### config.mk
export PLATFORM = sky130hd
export DESIGN_NAME = numeric_token_parser_top
export DESIGN_NICKNAME = d
export VERILOG_FILES = /design/src/rtl/core/ntp_pkg.sv /design/src/rtl/core/ntp_queue.sv /design/src/rtl/core/ntp_front.sv /design/src/rtl/core/ntp_back.sv /design/src/rtl/core/numeric_token_parser_top.sv
export SDC_FILE = /design/constraint.sdc
export NUM_CORES = 1
export LEC_CHECK = 0
export BUFFER_PORTS_ARGS = -buffer_cell sky130_fd_sc_hd__buf_4
export CAP_MARGIN = 40
export CELL_PAD_IN_SITES_DETAIL_PLACEMENT = 1
export CELL_PAD_IN_SITES_GLOBAL_PLACEMENT = 1
export CORE_UTILIZATION = 40
export DETAILED_ROUTE_END_ITERATION = 8
export PLACE_DENSITY = 0.79
export REMOVE_ABC_BUFFERS = 1
export SETUP_SLACK_MARGIN = 0.4
export SYNTH_ARGS = -nofsm -noshare
export SYNTH_HDL_FRONTEND = slang
export SYNTH_SLANG_ARGS = --single-unit
### constraint.sdc
create_clock -name clk -period 16.1 [get_ports clk]
set_input_delay 1.61 -clock clk [delete_from_list [all_inputs] [get_ports clk]]
set_output_delay 1.61 -clock clk [all_outputs]
set_load 0.03 [all_outputs]
### src/rtl/core/ntp_pkg.sv
// Shared types, constants and range functions for the numeric token parser.
package ntp_pkg;

	localparam int unsigned CH_W    = 8;
	localparam int unsigned ACC_W   = 64;
	localparam int unsigned COUNT_W = 8;
	localparam int unsigned LEN_W   = 7;
	localparam int unsigned TYPE_W  = 3;
	localparam int unsigned DIGIT_W = 4;

	localparam logic [LEN_W-1:0]   LEN_MAX   = 7'd127;
	localparam logic [COUNT_W-1:0] COUNT_SAT = 8'hFF;

	localparam int unsigned TYPE_SIGNED_BIT = 2;

	localparam logic [1:0] SIZE_8  = 2'd0;
	localparam logic [1:0] SIZE_16 = 2'd1;
	localparam logic [1:0] SIZE_32 = 2'd2;
	localparam logic [1:0] SIZE_64 = 2'd3;

	typedef struct packed {
		logic               is_end;
		logic               is_minus;
		logic               is_zero;
		logic               is_x;
		logic               is_b;
		logic               is_dec;
		logic               is_oct;
		logic               is_bin;
		logic               is_hex;
		logic [DIGIT_W-1:0] digit;
	} item_t;

	typedef struct packed {
		logic               ok;
		logic [ACC_W-1:0]   value;
		logic [LEN_W-1:0]   length;
	} result_t;

	function automatic logic [ACC_W-1:0] unsigned_max(input logic [1:0] size);
		logic [ACC_W-1:0] m;
		case (size)
			SIZE_8:  m = 64'h0000_0000_0000_00FF;
			SIZE_16: m = 64'h0000_0000_0000_FFFF;
			SIZE_32: m = 64'h0000_0000_FFFF_FFFF;
			default: m = 64'hFFFF_FFFF_FFFF_FFFF;
		endcase
		return m;
	endfunction

	function automatic logic [ACC_W-1:0] signed_max(input logic [1:0] size);
		logic [ACC_W-1:0] m;
		case (size)
			SIZE_8:  m = 64'h0000_0000_0000_007F;
			SIZE_16: m = 64'h0000_0000_0000_7FFF;
			SIZE_32: m = 64'h0000_0000_7FFF_FFFF;
			default: m = 64'h7FFF_FFFF_FFFF_FFFF;
		endcase
		return m;
	endfunction

endpackage

### src/rtl/core/ntp_queue.sv
// Small first-in first-out queue with a registered store and count.
module ntp_queue #(
	parameter int unsigned WIDTH = 8,
	parameter int unsigned DEPTH = 2
) (
	input  logic             clk,
	input  logic             arst_n,
	input  logic             push,
	input  logic [WIDTH-1:0] wdata,
	output logic             full,
	input  logic             pop,
	output logic [WIDTH-1:0] rdata,
	output logic             empty
);

	localparam int unsigned AW = (DEPTH > 1) ? $clog2(DEPTH) : 1;
	localparam int unsigned CW = $clog2(DEPTH + 1);

	logic [WIDTH-1:0] mem_q [DEPTH];
	logic [AW-1:0]    wr_ptr_q;
	logic [AW-1:0]    rd_ptr_q;
	logic [CW-1:0]    count_q;
	logic             do_push;
	logic             do_pop;

	assign full    = (count_q == CW'(DEPTH));
	assign empty   = (count_q == '0);
	assign do_push = push && !full;
	assign do_pop  = pop && !empty;
	assign rdata   = mem_q[rd_ptr_q];

	always_ff @(posedge clk) begin
		if (do_push) begin
			mem_q[wr_ptr_q] <= wdata;
		end
	end

	always_ff @(posedge clk or negedge arst_n) begin
		if (!arst_n) begin
			wr_ptr_q <= '0;
			rd_ptr_q <= '0;
			count_q  <= '0;
		end else begin
			if (do_push) begin
				wr_ptr_q <= (wr_ptr_q == AW'(DEPTH - 1)) ? '0 : wr_ptr_q + 1'b1;
			end
			if (do_pop) begin
				rd_ptr_q <= (rd_ptr_q == AW'(DEPTH - 1)) ? '0 : rd_ptr_q + 1'b1;
			end
			if (do_push && !do_pop) begin
				count_q <= count_q + 1'b1;
			end else if (do_pop && !do_push) begin
				count_q <= count_q - 1'b1;
			end
		end
	end

endmodule

### src/rtl/core/ntp_front.sv
// Character classifier that turns an incoming byte into digit and class flags.
module ntp_front (
	input  logic [ntp_pkg::CH_W-1:0] ch,
	input  logic                     is_end,
	output ntp_pkg::item_t           item
);

	logic dec;
	logic lower_hex;
	logic upper_hex;

	always_comb begin
		dec       = ch inside {[8'h30:8'h39]};
		lower_hex = ch inside {[8'h61:8'h66]};
		upper_hex = ch inside {[8'h41:8'h46]};

		item          = '0;
		item.is_end   = is_end;
		item.is_minus = (ch == 8'h2D);
		item.is_zero  = (ch == 8'h30);
		item.is_x     = (ch == 8'h78);
		item.is_b     = (ch == 8'h62);
		item.is_dec   = dec;
		item.is_oct   = ch inside {[8'h30:8'h37]};
		item.is_bin   = (ch == 8'h30) || (ch == 8'h31);
		item.is_hex   = dec || lower_hex || upper_hex;
		item.digit    = dec ? ch[3:0] : 4'(ch[3:0] + 4'd9);
	end

endmodule

### src/rtl/core/ntp_back.sv
// Parse engine: phase, accumulator and count, plus the range check on the terminator.
module ntp_back #(
	parameter int unsigned MAX_TOKEN_CHARS = 127
) (
	input  logic                       clk,
	input  logic                       arst_n,
	input  logic [ntp_pkg::TYPE_W-1:0] num_type,
	input  ntp_pkg::item_t             item,
	input  logic                       item_valid,
	output logic                       item_pop,
	output ntp_pkg::result_t           res,
	output logic                       res_push,
	input  logic                       res_full
);

	localparam logic [3:0] PH_START   = 4'd0;
	localparam logic [3:0] PH_NEG     = 4'd1;
	localparam logic [3:0] PH_BIN     = 4'd2;
	localparam logic [3:0] PH_HEX     = 4'd3;
	localparam logic [3:0] PH_ERROR   = 4'd4;
	localparam logic [3:0] PH_ZERO_OK = 4'd5;
	localparam logic [3:0] PH_HEX_OK  = 4'd6;
	localparam logic [3:0] PH_OCT_OK  = 4'd7;
	localparam logic [3:0] PH_BIN_OK  = 4'd8;
	localparam logic [3:0] PH_NEG_OK  = 4'd9;
	localparam logic [3:0] PH_DEC_OK  = 4'd10;

	localparam logic [1:0] BASE_2  = 2'd0;
	localparam logic [1:0] BASE_8  = 2'd1;
	localparam logic [1:0] BASE_10 = 2'd2;
	localparam logic [1:0] BASE_16 = 2'd3;

	localparam int unsigned SUM_W = ntp_pkg::ACC_W + 4;

	logic [3:0]                      phase_q;
	logic [ntp_pkg::ACC_W-1:0]       acc_q;
	logic [ntp_pkg::COUNT_W-1:0]     count_q;

	logic [3:0]                      phase_d;
	logic [ntp_pkg::ACC_W-1:0]       acc_d;
	logic [ntp_pkg::COUNT_W-1:0]     count_d;
	logic [1:0]                      base;
	logic [SUM_W-1:0]                acc_wide;
	logic [SUM_W-1:0]                term_a;
	logic [SUM_W-1:0]                term_b;
	logic [SUM_W-1:0]                sum;
	logic                            ovf;
	logic                            take_digit;
	logic [3:0]                      digit_phase;
	logic                            take;
	logic                            is_signed;
	logic [ntp_pkg::ACC_W-1:0]       pos_limit;
	logic [ntp_pkg::ACC_W-1:0]       neg_limit;
	logic                            pos_phase;
	logic                            pos_ok;
	logic                            neg_ok;

	assign take     = item_valid && (!item.is_end || !res_full);
	assign item_pop = take;
	assign res_push = take && item.is_end;

	always_comb begin
		case (phase_q)
			PH_ZERO_OK, PH_OCT_OK: base = BASE_8;
			PH_HEX, PH_HEX_OK:     base = BASE_16;
			PH_BIN, PH_BIN_OK:     base = BASE_2;
			default:               base = BASE_10;
		endcase

		acc_wide = {4'b0, acc_q};
		case (base)
			BASE_2:  term_a = acc_wide << 1;
			BASE_16: term_a = acc_wide << 4;
			default: term_a = acc_wide << 3;
		endcase
		term_b = (base == BASE_10) ? (acc_wide << 1) : '0;
		sum    = term_a + term_b + SUM_W'(item.digit);
		ovf    = |sum[SUM_W-1:ntp_pkg::ACC_W];
	end

	always_comb begin
		phase_d     = phase_q;
		acc_d       = acc_q;
		take_digit  = 1'b0;
		digit_phase = PH_ERROR;

		case (phase_q)
			PH_START: begin
				if (item.is_minus) begin
					phase_d = PH_NEG;
				end else if (item.is_zero) begin
					phase_d = PH_ZERO_OK;
				end else if (item.is_dec) begin
					take_digit  = 1'b1;
					digit_phase = PH_DEC_OK;
				end else begin
					phase_d = PH_ERROR;
				end
			end
			PH_ZERO_OK: begin
				if (item.is_x) begin
					phase_d = PH_HEX;
				end else if (item.is_b) begin
					phase_d = PH_BIN;
				end else if (item.is_oct) begin
					take_digit  = 1'b1;
					digit_phase = PH_OCT_OK;
				end else begin
					phase_d = PH_ERROR;
				end
			end
			PH_NEG, PH_NEG_OK: begin
				take_digit  = item.is_dec;
				digit_phase = PH_NEG_OK;
				if (!item.is_dec) phase_d = PH_ERROR;
			end
			PH_DEC_OK: begin
				take_digit  = item.is_dec;
				digit_phase = PH_DEC_OK;
				if (!item.is_dec) phase_d = PH_ERROR;
			end
			PH_HEX, PH_HEX_OK: begin
				take_digit  = item.is_hex;
				digit_phase = PH_HEX_OK;
				if (!item.is_hex) phase_d = PH_ERROR;
			end
			PH_OCT_OK: begin
				take_digit  = item.is_oct;
				digit_phase = PH_OCT_OK;
				if (!item.is_oct) phase_d = PH_ERROR;
			end
			PH_BIN, PH_BIN_OK: begin
				take_digit  = item.is_bin;
				digit_phase = PH_BIN_OK;
				if (!item.is_bin) phase_d = PH_ERROR;
			end
			default: begin
				phase_d = PH_ERROR;
			end
		endcase

		if (take_digit) begin
			if (ovf) begin
				phase_d = PH_ERROR;
			end else begin
				phase_d = digit_phase;
				acc_d   = sum[ntp_pkg::ACC_W-1:0];
			end
		end

		if (count_q >= ntp_pkg::COUNT_W'(MAX_TOKEN_CHARS)) begin
			phase_d = PH_ERROR;
			acc_d   = acc_q;
		end

		count_d = (count_q == ntp_pkg::COUNT_SAT) ? count_q : count_q + 1'b1;
	end

	always_comb begin
		is_signed = num_type[ntp_pkg::TYPE_SIGNED_BIT];
		pos_limit = is_signed ? ntp_pkg::signed_max(num_type[1:0])
		                      : ntp_pkg::unsigned_max(num_type[1:0]);
		neg_limit = ntp_pkg::signed_max(num_type[1:0]) + 1'b1;
		case (phase_q)
			PH_ZERO_OK, PH_DEC_OK, PH_HEX_OK, PH_OCT_OK, PH_BIN_OK: pos_phase = 1'b1;
			default: pos_phase = 1'b0;
		endcase
		pos_ok = pos_phase && (acc_q <= pos_limit);
		neg_ok = (phase_q == PH_NEG_OK) && is_signed && (acc_q <= neg_limit);

		res    = '0;
		res.ok = pos_ok || neg_ok;
		if (pos_ok) begin
			res.value = acc_q;
		end else if (neg_ok) begin
			res.value = '0 - acc_q;
		end
		if (pos_ok || neg_ok) begin
			res.length = (count_q > ntp_pkg::COUNT_W'(ntp_pkg::LEN_MAX)) ? ntp_pkg::LEN_MAX
			                                                       : count_q[ntp_pkg::LEN_W-1:0];
		end
	end

	always_ff @(posedge clk or negedge arst_n) begin
		if (!arst_n) begin
			phase_q <= PH_START;
			acc_q   <= '0;
			count_q <= '0;
		end else if (take) begin
			if (item.is_end) begin
				phase_q <= PH_START;
				acc_q   <= '0;
				count_q <= '0;
			end else begin
				phase_q <= phase_d;
				acc_q   <= acc_d;
				count_q <= count_d;
			end
		end
	end

endmodule

### src/rtl/core/numeric_token_parser_top.sv
// Top level of the numeric token parser: register port, classifier, queues and parse engine.
// A terminator is stored in the item queue and its result in the result queue before output.
// One character or terminator per cycle if no queue is full; multiply-add is combinational.
// The queues between the classifier, the parse engine and the result port absorb stalls.
// Reset clears the parse state, both queues and sets num_type to u8.
module numeric_token_parser_top #(
	parameter int unsigned MAX_TOKEN_CHARS = 127,
	parameter int unsigned QUEUE_DEPTH     = 2
) (
	input  logic                        clk,
	input  logic                        arst_n,
	input  logic                        psel,
	input  logic                        penable,
	input  logic                        pwrite,
	input  logic [2:0]                  paddr,
	input  logic [31:0]                 pwdata,
	output logic [31:0]                 prdata,
	output logic                        pready,
	input  logic                        push,
	output logic                        full,
	input  logic [ntp_pkg::CH_W-1:0]    ch,
	input  logic                        is_end,
	output logic                        empty,
	input  logic                        pop,
	output logic                        ok,
	output logic [ntp_pkg::ACC_W-1:0]   value,
	output logic [ntp_pkg::LEN_W-1:0]   length
);

	localparam logic ADDR_NUM_TYPE = 1'b0;

	logic [ntp_pkg::TYPE_W-1:0] num_type_q;
	ntp_pkg::item_t             front_item;
	ntp_pkg::item_t             mid_item;
	logic                       mid_empty;
	logic                       mid_pop;
	ntp_pkg::result_t           back_res;
	logic                       res_push;
	logic                       res_full;
	ntp_pkg::result_t           out_res;

	assign pready = 1'b1;
	assign prdata = (paddr[2] == ADDR_NUM_TYPE) ? {29'b0, num_type_q} : '0;

	always_ff @(posedge clk or negedge arst_n) begin
		if (!arst_n) begin
			num_type_q <= '0;
		end else if (psel && penable && pwrite && pready && (paddr[2] == ADDR_NUM_TYPE)) begin
			num_type_q <= pwdata[ntp_pkg::TYPE_W-1:0];
		end
	end

	ntp_front u_front (
		.ch     (ch),
		.is_end (is_end),
		.item   (front_item)
	);

	ntp_queue #(
		.WIDTH ($bits(ntp_pkg::item_t)),
		.DEPTH (QUEUE_DEPTH)
	) u_mid_queue (
		.clk    (clk),
		.arst_n (arst_n),
		.push   (push),
		.wdata  (front_item),
		.full   (full),
		.pop    (mid_pop),
		.rdata  (mid_item),
		.empty  (mid_empty)
	);

	ntp_back #(
		.MAX_TOKEN_CHARS (MAX_TOKEN_CHARS)
	) u_back (
		.clk        (clk),
		.arst_n     (arst_n),
		.num_type   (num_type_q),
		.item       (mid_item),
		.item_valid (!mid_empty),
		.item_pop   (mid_pop),
		.res        (back_res),
		.res_push   (res_push),
		.res_full   (res_full)
	);

	ntp_queue #(
		.WIDTH ($bits(ntp_pkg::result_t)),
		.DEPTH (QUEUE_DEPTH)
	) u_res_queue (
		.clk    (clk),
		.arst_n (arst_n),
		.push   (res_push),
		.wdata  (back_res),
		.full   (res_full),
		.pop    (pop),
		.rdata  (out_res),
		.empty  (empty)
	);

	assign ok     = out_res.ok;
	assign value  = out_res.value;
	assign length = out_res.length;

endmodule

==> results.tsv <==
stage	metric	value	unit
detailed_routing	vias	17900	
global_route	grt_pass1_wl	101	mm
synthesis	netlist_area	20500	sq um
floorplanning	die_x	229	microns
setup_path	r2r-start	u_back.phase_q[1]$_DFFE_PN0P_	
floorplanning	row_count	82	
synthesis	ys_seq_area_share	35.4	%
placement	post-place-ws	8.88	ns
power_and_ir_drop	swShare	44.6	%
timing	setup_viol	0	
synthesis	synthFlopType	edfxtp_1	
setup_path	required	16.53	ns
clock_tree	numClockSinks	257	
timing	report.final.slew_viol_count	0	
power_and_ir_drop	powerDensity	145	nW/um^2
setup_path	worstPathArrival	7.65	ns
clock_tree	htree_levels	1	
detailed_routing	avgViaCountPerCell	5.99	
hold_path	hp-start	u_mid_queue.wr_ptr_q$_DFFE_PN0P_	
synthesis	synth_common_cells	338 x nand2_1, 200 x ha_1, 179 x nor2_1	
global_route	grt_max_degree	71	
hold_path	hold_path_class	reg2reg	
power_and_ir_drop	p_leak	0.00992	uW
synthesis	async_flop_share	33.9	%
timing	max_freq	0.138	GHz
timing	tightest_slew	0.959	ns
clock_tree	cts_hold_buf	0	
placement	port_buffers	96	
setup_path	crit_fanout	63	
setup_path	crit_family	compound AO/OA/AOI/OAI gates	
setup_path	cpPeakStageDelay	0.88	ns
placement	place.gp.congestion	0.898	
detailed_routing	drt_first_pass_iters	5	
timing	max_slew_margin	35.2	%
synthesis	synth_edf_count	170	
detailed_routing	ant_nets	0	
power_and_ir_drop	clockPowerShare	21.3	%
floorplanning	dieArea	52300	sq um
status	outcome	finished, final reports clean	
layout	areaGrowthSynthToFinish	9.81	%
placement	place_inst	2933	
global_route	grt_pass1_vias	18700	
power_and_ir_drop	p_sw	1460	uW
power_and_ir_drop	combPwrFrac	48.3	%
synthesis	yosysUniqueCellTypes	82	
clock_tree	clock_latency	0.59	ns
timing	post-route-period-util	44.9	%
global_route	grt_overflow	0	
floorplanning	start_util	40.8	%
power_and_ir_drop	pwr-share-seq	30.4	%
setup_path	cpMaxStageDelayCell	a2111oi_1	
synthesis	synthCells	2331	
floorplanning	dieHeight	229	microns
synthesis	avgSynthCellArea	8.82	sq um
floorplanning	core	50400	sq um
run	drv_cap	0	
clock_tree	cts_setup_buffers	0	
setup_path	setup.worst_path.start	u_back.phase_q[1]$_DFFE_PN0P_	
layout	fin_util	44.8	%
synthesis	synth_top_area_cell	edfxtp_1	
synthesis	synth.most_common_cell	nand2_1	
setup_path	endpoint_kind	flop	
layout	finish.net_count	2547	
layout	antenna_cells	0	
synthesis	yosysTopAreaCellShare	24.8	%
detailed_routing	wl_per_cell	21.1	microns
setup_path	criticalPathCategory	reg2reg	
detailed_routing	routed_wirelength	63.0	mm
detailed_routing	drc_errors	0	
timing	fin_ws	8.87	ns
clock_tree	cts_buffers	30	
floorplanning	io_pins	158	
placement	hpwlAfterDp	45.6	mm
power_and_ir_drop	irDropWorstVdd	91.8	uV
synthesis	synth_warnings	0	
clock_tree	clk_pin_slew_worst_paths	0.06	ns
timing	final.setup.tns	0	ns
synthesis	yosys-top-cells-area	edfxtp_1 25%, ha_1 12%, dfrtp_1 11%, nand2_1 6.2%, mux2_2 4.3%	
power_and_ir_drop	p_int	1810	uW
setup_path	path_cells	xnor2_1 > nor3_4 > buf_4 > a22oi_1 > fa_1 > fa_1 > nor2b_1 > o2111ai_1 > a21oi_1 > nor3_1 > a2111oi_1 > o2111a_1 > o21ai_0 > a2111oi_0 > and3_2 > buf_4 > o22ai_1	
clock_tree	tritoncts	built	
layout	stdcell_count	2990	
timing	fin_crit	7.23	ns
timing	finalHoldViolCount	0	
detailed_routing	drtIter0Drc	1048	
layout	fillers	5761	
global_route	antenna_found_initial	0	
setup_path	path_buf_inv	2	
layout	drive_gt1_share	12.1	%
timing	fin_skew	0.0135	ns
timing	rsz0062_at_grt	no	
clock_tree	clockBufferDepth	3	
synthesis	synth-seq-cells	257	
global_route	grt_usage	23.8	%
clock_tree	cts_resized	0	
clock_tree	root_buffer	clkbuf_16	
setup_path	startpoint_type	flop	
power groups by stage:
stage	Sequential [uW]	Combinational (uW)	Clock [uW]
CTS	998	1580	714
finish	996	1580	697
global route	1010	1700	741
global placement	1020	1460	0
detailed placement	1010	1570	0
floorplan	997	987	0
cell families after synthesis:
group / synth area share, %
AOI/OAI and AO/OA: 18.4
xor gates and xnor gates: 3.41
adders and majority gates: 12.4
buffers and inverters: 5.54
DFF: 35.4
muxes: 4.77
other: 0.0365
and+or+nand+nor: 20.0
area by class of cell:
type | instances | area [sq um] | share of cell area, %
clock buffers | 43 | 871 | 3.86
clock inverters | 13 | 129 | 0.571
inverters | 38 | 143 | 0.632
multi-input cells | 1846 | 12300 | 54.5
flip-flops and latches | 257 | 7290 | 32.3
well taps | 672 | 841 | 3.73
repair buffers | 121 | 998 | 4.42
per-layer routing:
| layer | share of wire [%] | up-vias | GRT usage (%) |
|---|---|---|---|
| met5 | 0 | - | 0 |
| met4 | 3.8 | 0 | 9.79 |
| met3 | 4.8 | 132 | 3.17 |
| met2 | 48 | 429 | 40.7 |
| met1 | 44 | 8945 | 30.2 |
| li1 | - | 8402 | - |
cell usage in the layout, fill, tap and decap left out, types with 8 or more instances in the layout:
master	n
o21ai_0	80
o21bai_1	11
o31ai_1	8
xnor2_1	40
nand3_1	53
mux2_2	79
edfxtp_1	170
nor2b_1	8
nand2b_1	15
o21a_1	12
a31oi_1	73
nor4_1	14
and3_1	14
nor2_1	176
or3_1	12
nand2_1	338
inv_1	37
nor3_1	40
a211oi_1	10
a21oi_1	149
nor3b_1	9
nand4_1	38
xor2_1	40
ha_1	200
conb_1	32
and2_1	73
a22oi_1	65
mux2i_1	9
buf_4	112
clkbuf_16	31
dfrtp_1	86
a21o_1	57
o22ai_1	65
metrics by stage:
| step | power (uW) | instance area (sq um) | hold WS, ns |
|---|---|---|---|
| after CTS | 3300 | 22500 | 0.509 |
| after global routing | 3450 | 22600 | 0.527 |
| after global placement | 2480 | 21400 | 0.476 |
| after floorplan | 1980 | 19700 | 0.460 |
| final | 3270 | 22600 | 0.504 |
| after detailed placement | 2580 | 21500 | 0.497 |
state kept, by name (all words and copies together) (netlist names):
| register | cells |
|---|---|
| u_res_queue.mem_q | 144 |
| u_back.acc_q | 64 |
| u_mid_queue.mem_q | 26 |
| u_back.count_q | 8 |
| u_back.phase_q | 4 |
| num_type_q | 3 |
| u_mid_queue.count_q | 2 |
| u_res_queue.count_q | 2 |
| u_mid_queue.rd_ptr_q | 1 |
| u_mid_queue.wr_ptr_q | 1 |
| u_res_queue.rd_ptr_q | 1 |
| u_res_queue.wr_ptr_q | 1 |
worst paths after layout:
check	endpoint	depth (start not counted)	slack, ns
min	u_mid_queue.wr_ptr_q$_DFFE_PN0P_	1	0.50
max	u_back.acc_q[22]$_DFFE_PN0P_	17	8.87
min reg2reg	u_mid_queue.wr_ptr_q$_DFFE_PN0P_	1	0.50
max reg2reg	u_back.acc_q[22]$_DFFE_PN0P_	17	8.87
max in group asynchronous	u_back.acc_q[22]$_DFFE_PN0P_	3	14.06
min in group asynchronous	u_back.count_q[2]$_DFFE_PN0P_	1	0.98
worst reg2reg max path, delay by kind of cell (launching register included):
family          cells  cell delay (ns)
compound gates      8             2.76
buf+inv             2             1.27
simple gates        4             1.07
fa+ha+maj           2             1.05
flops               1             0.71
xor+xnor            1             0.22
Power figures use the tool's default switching activity.
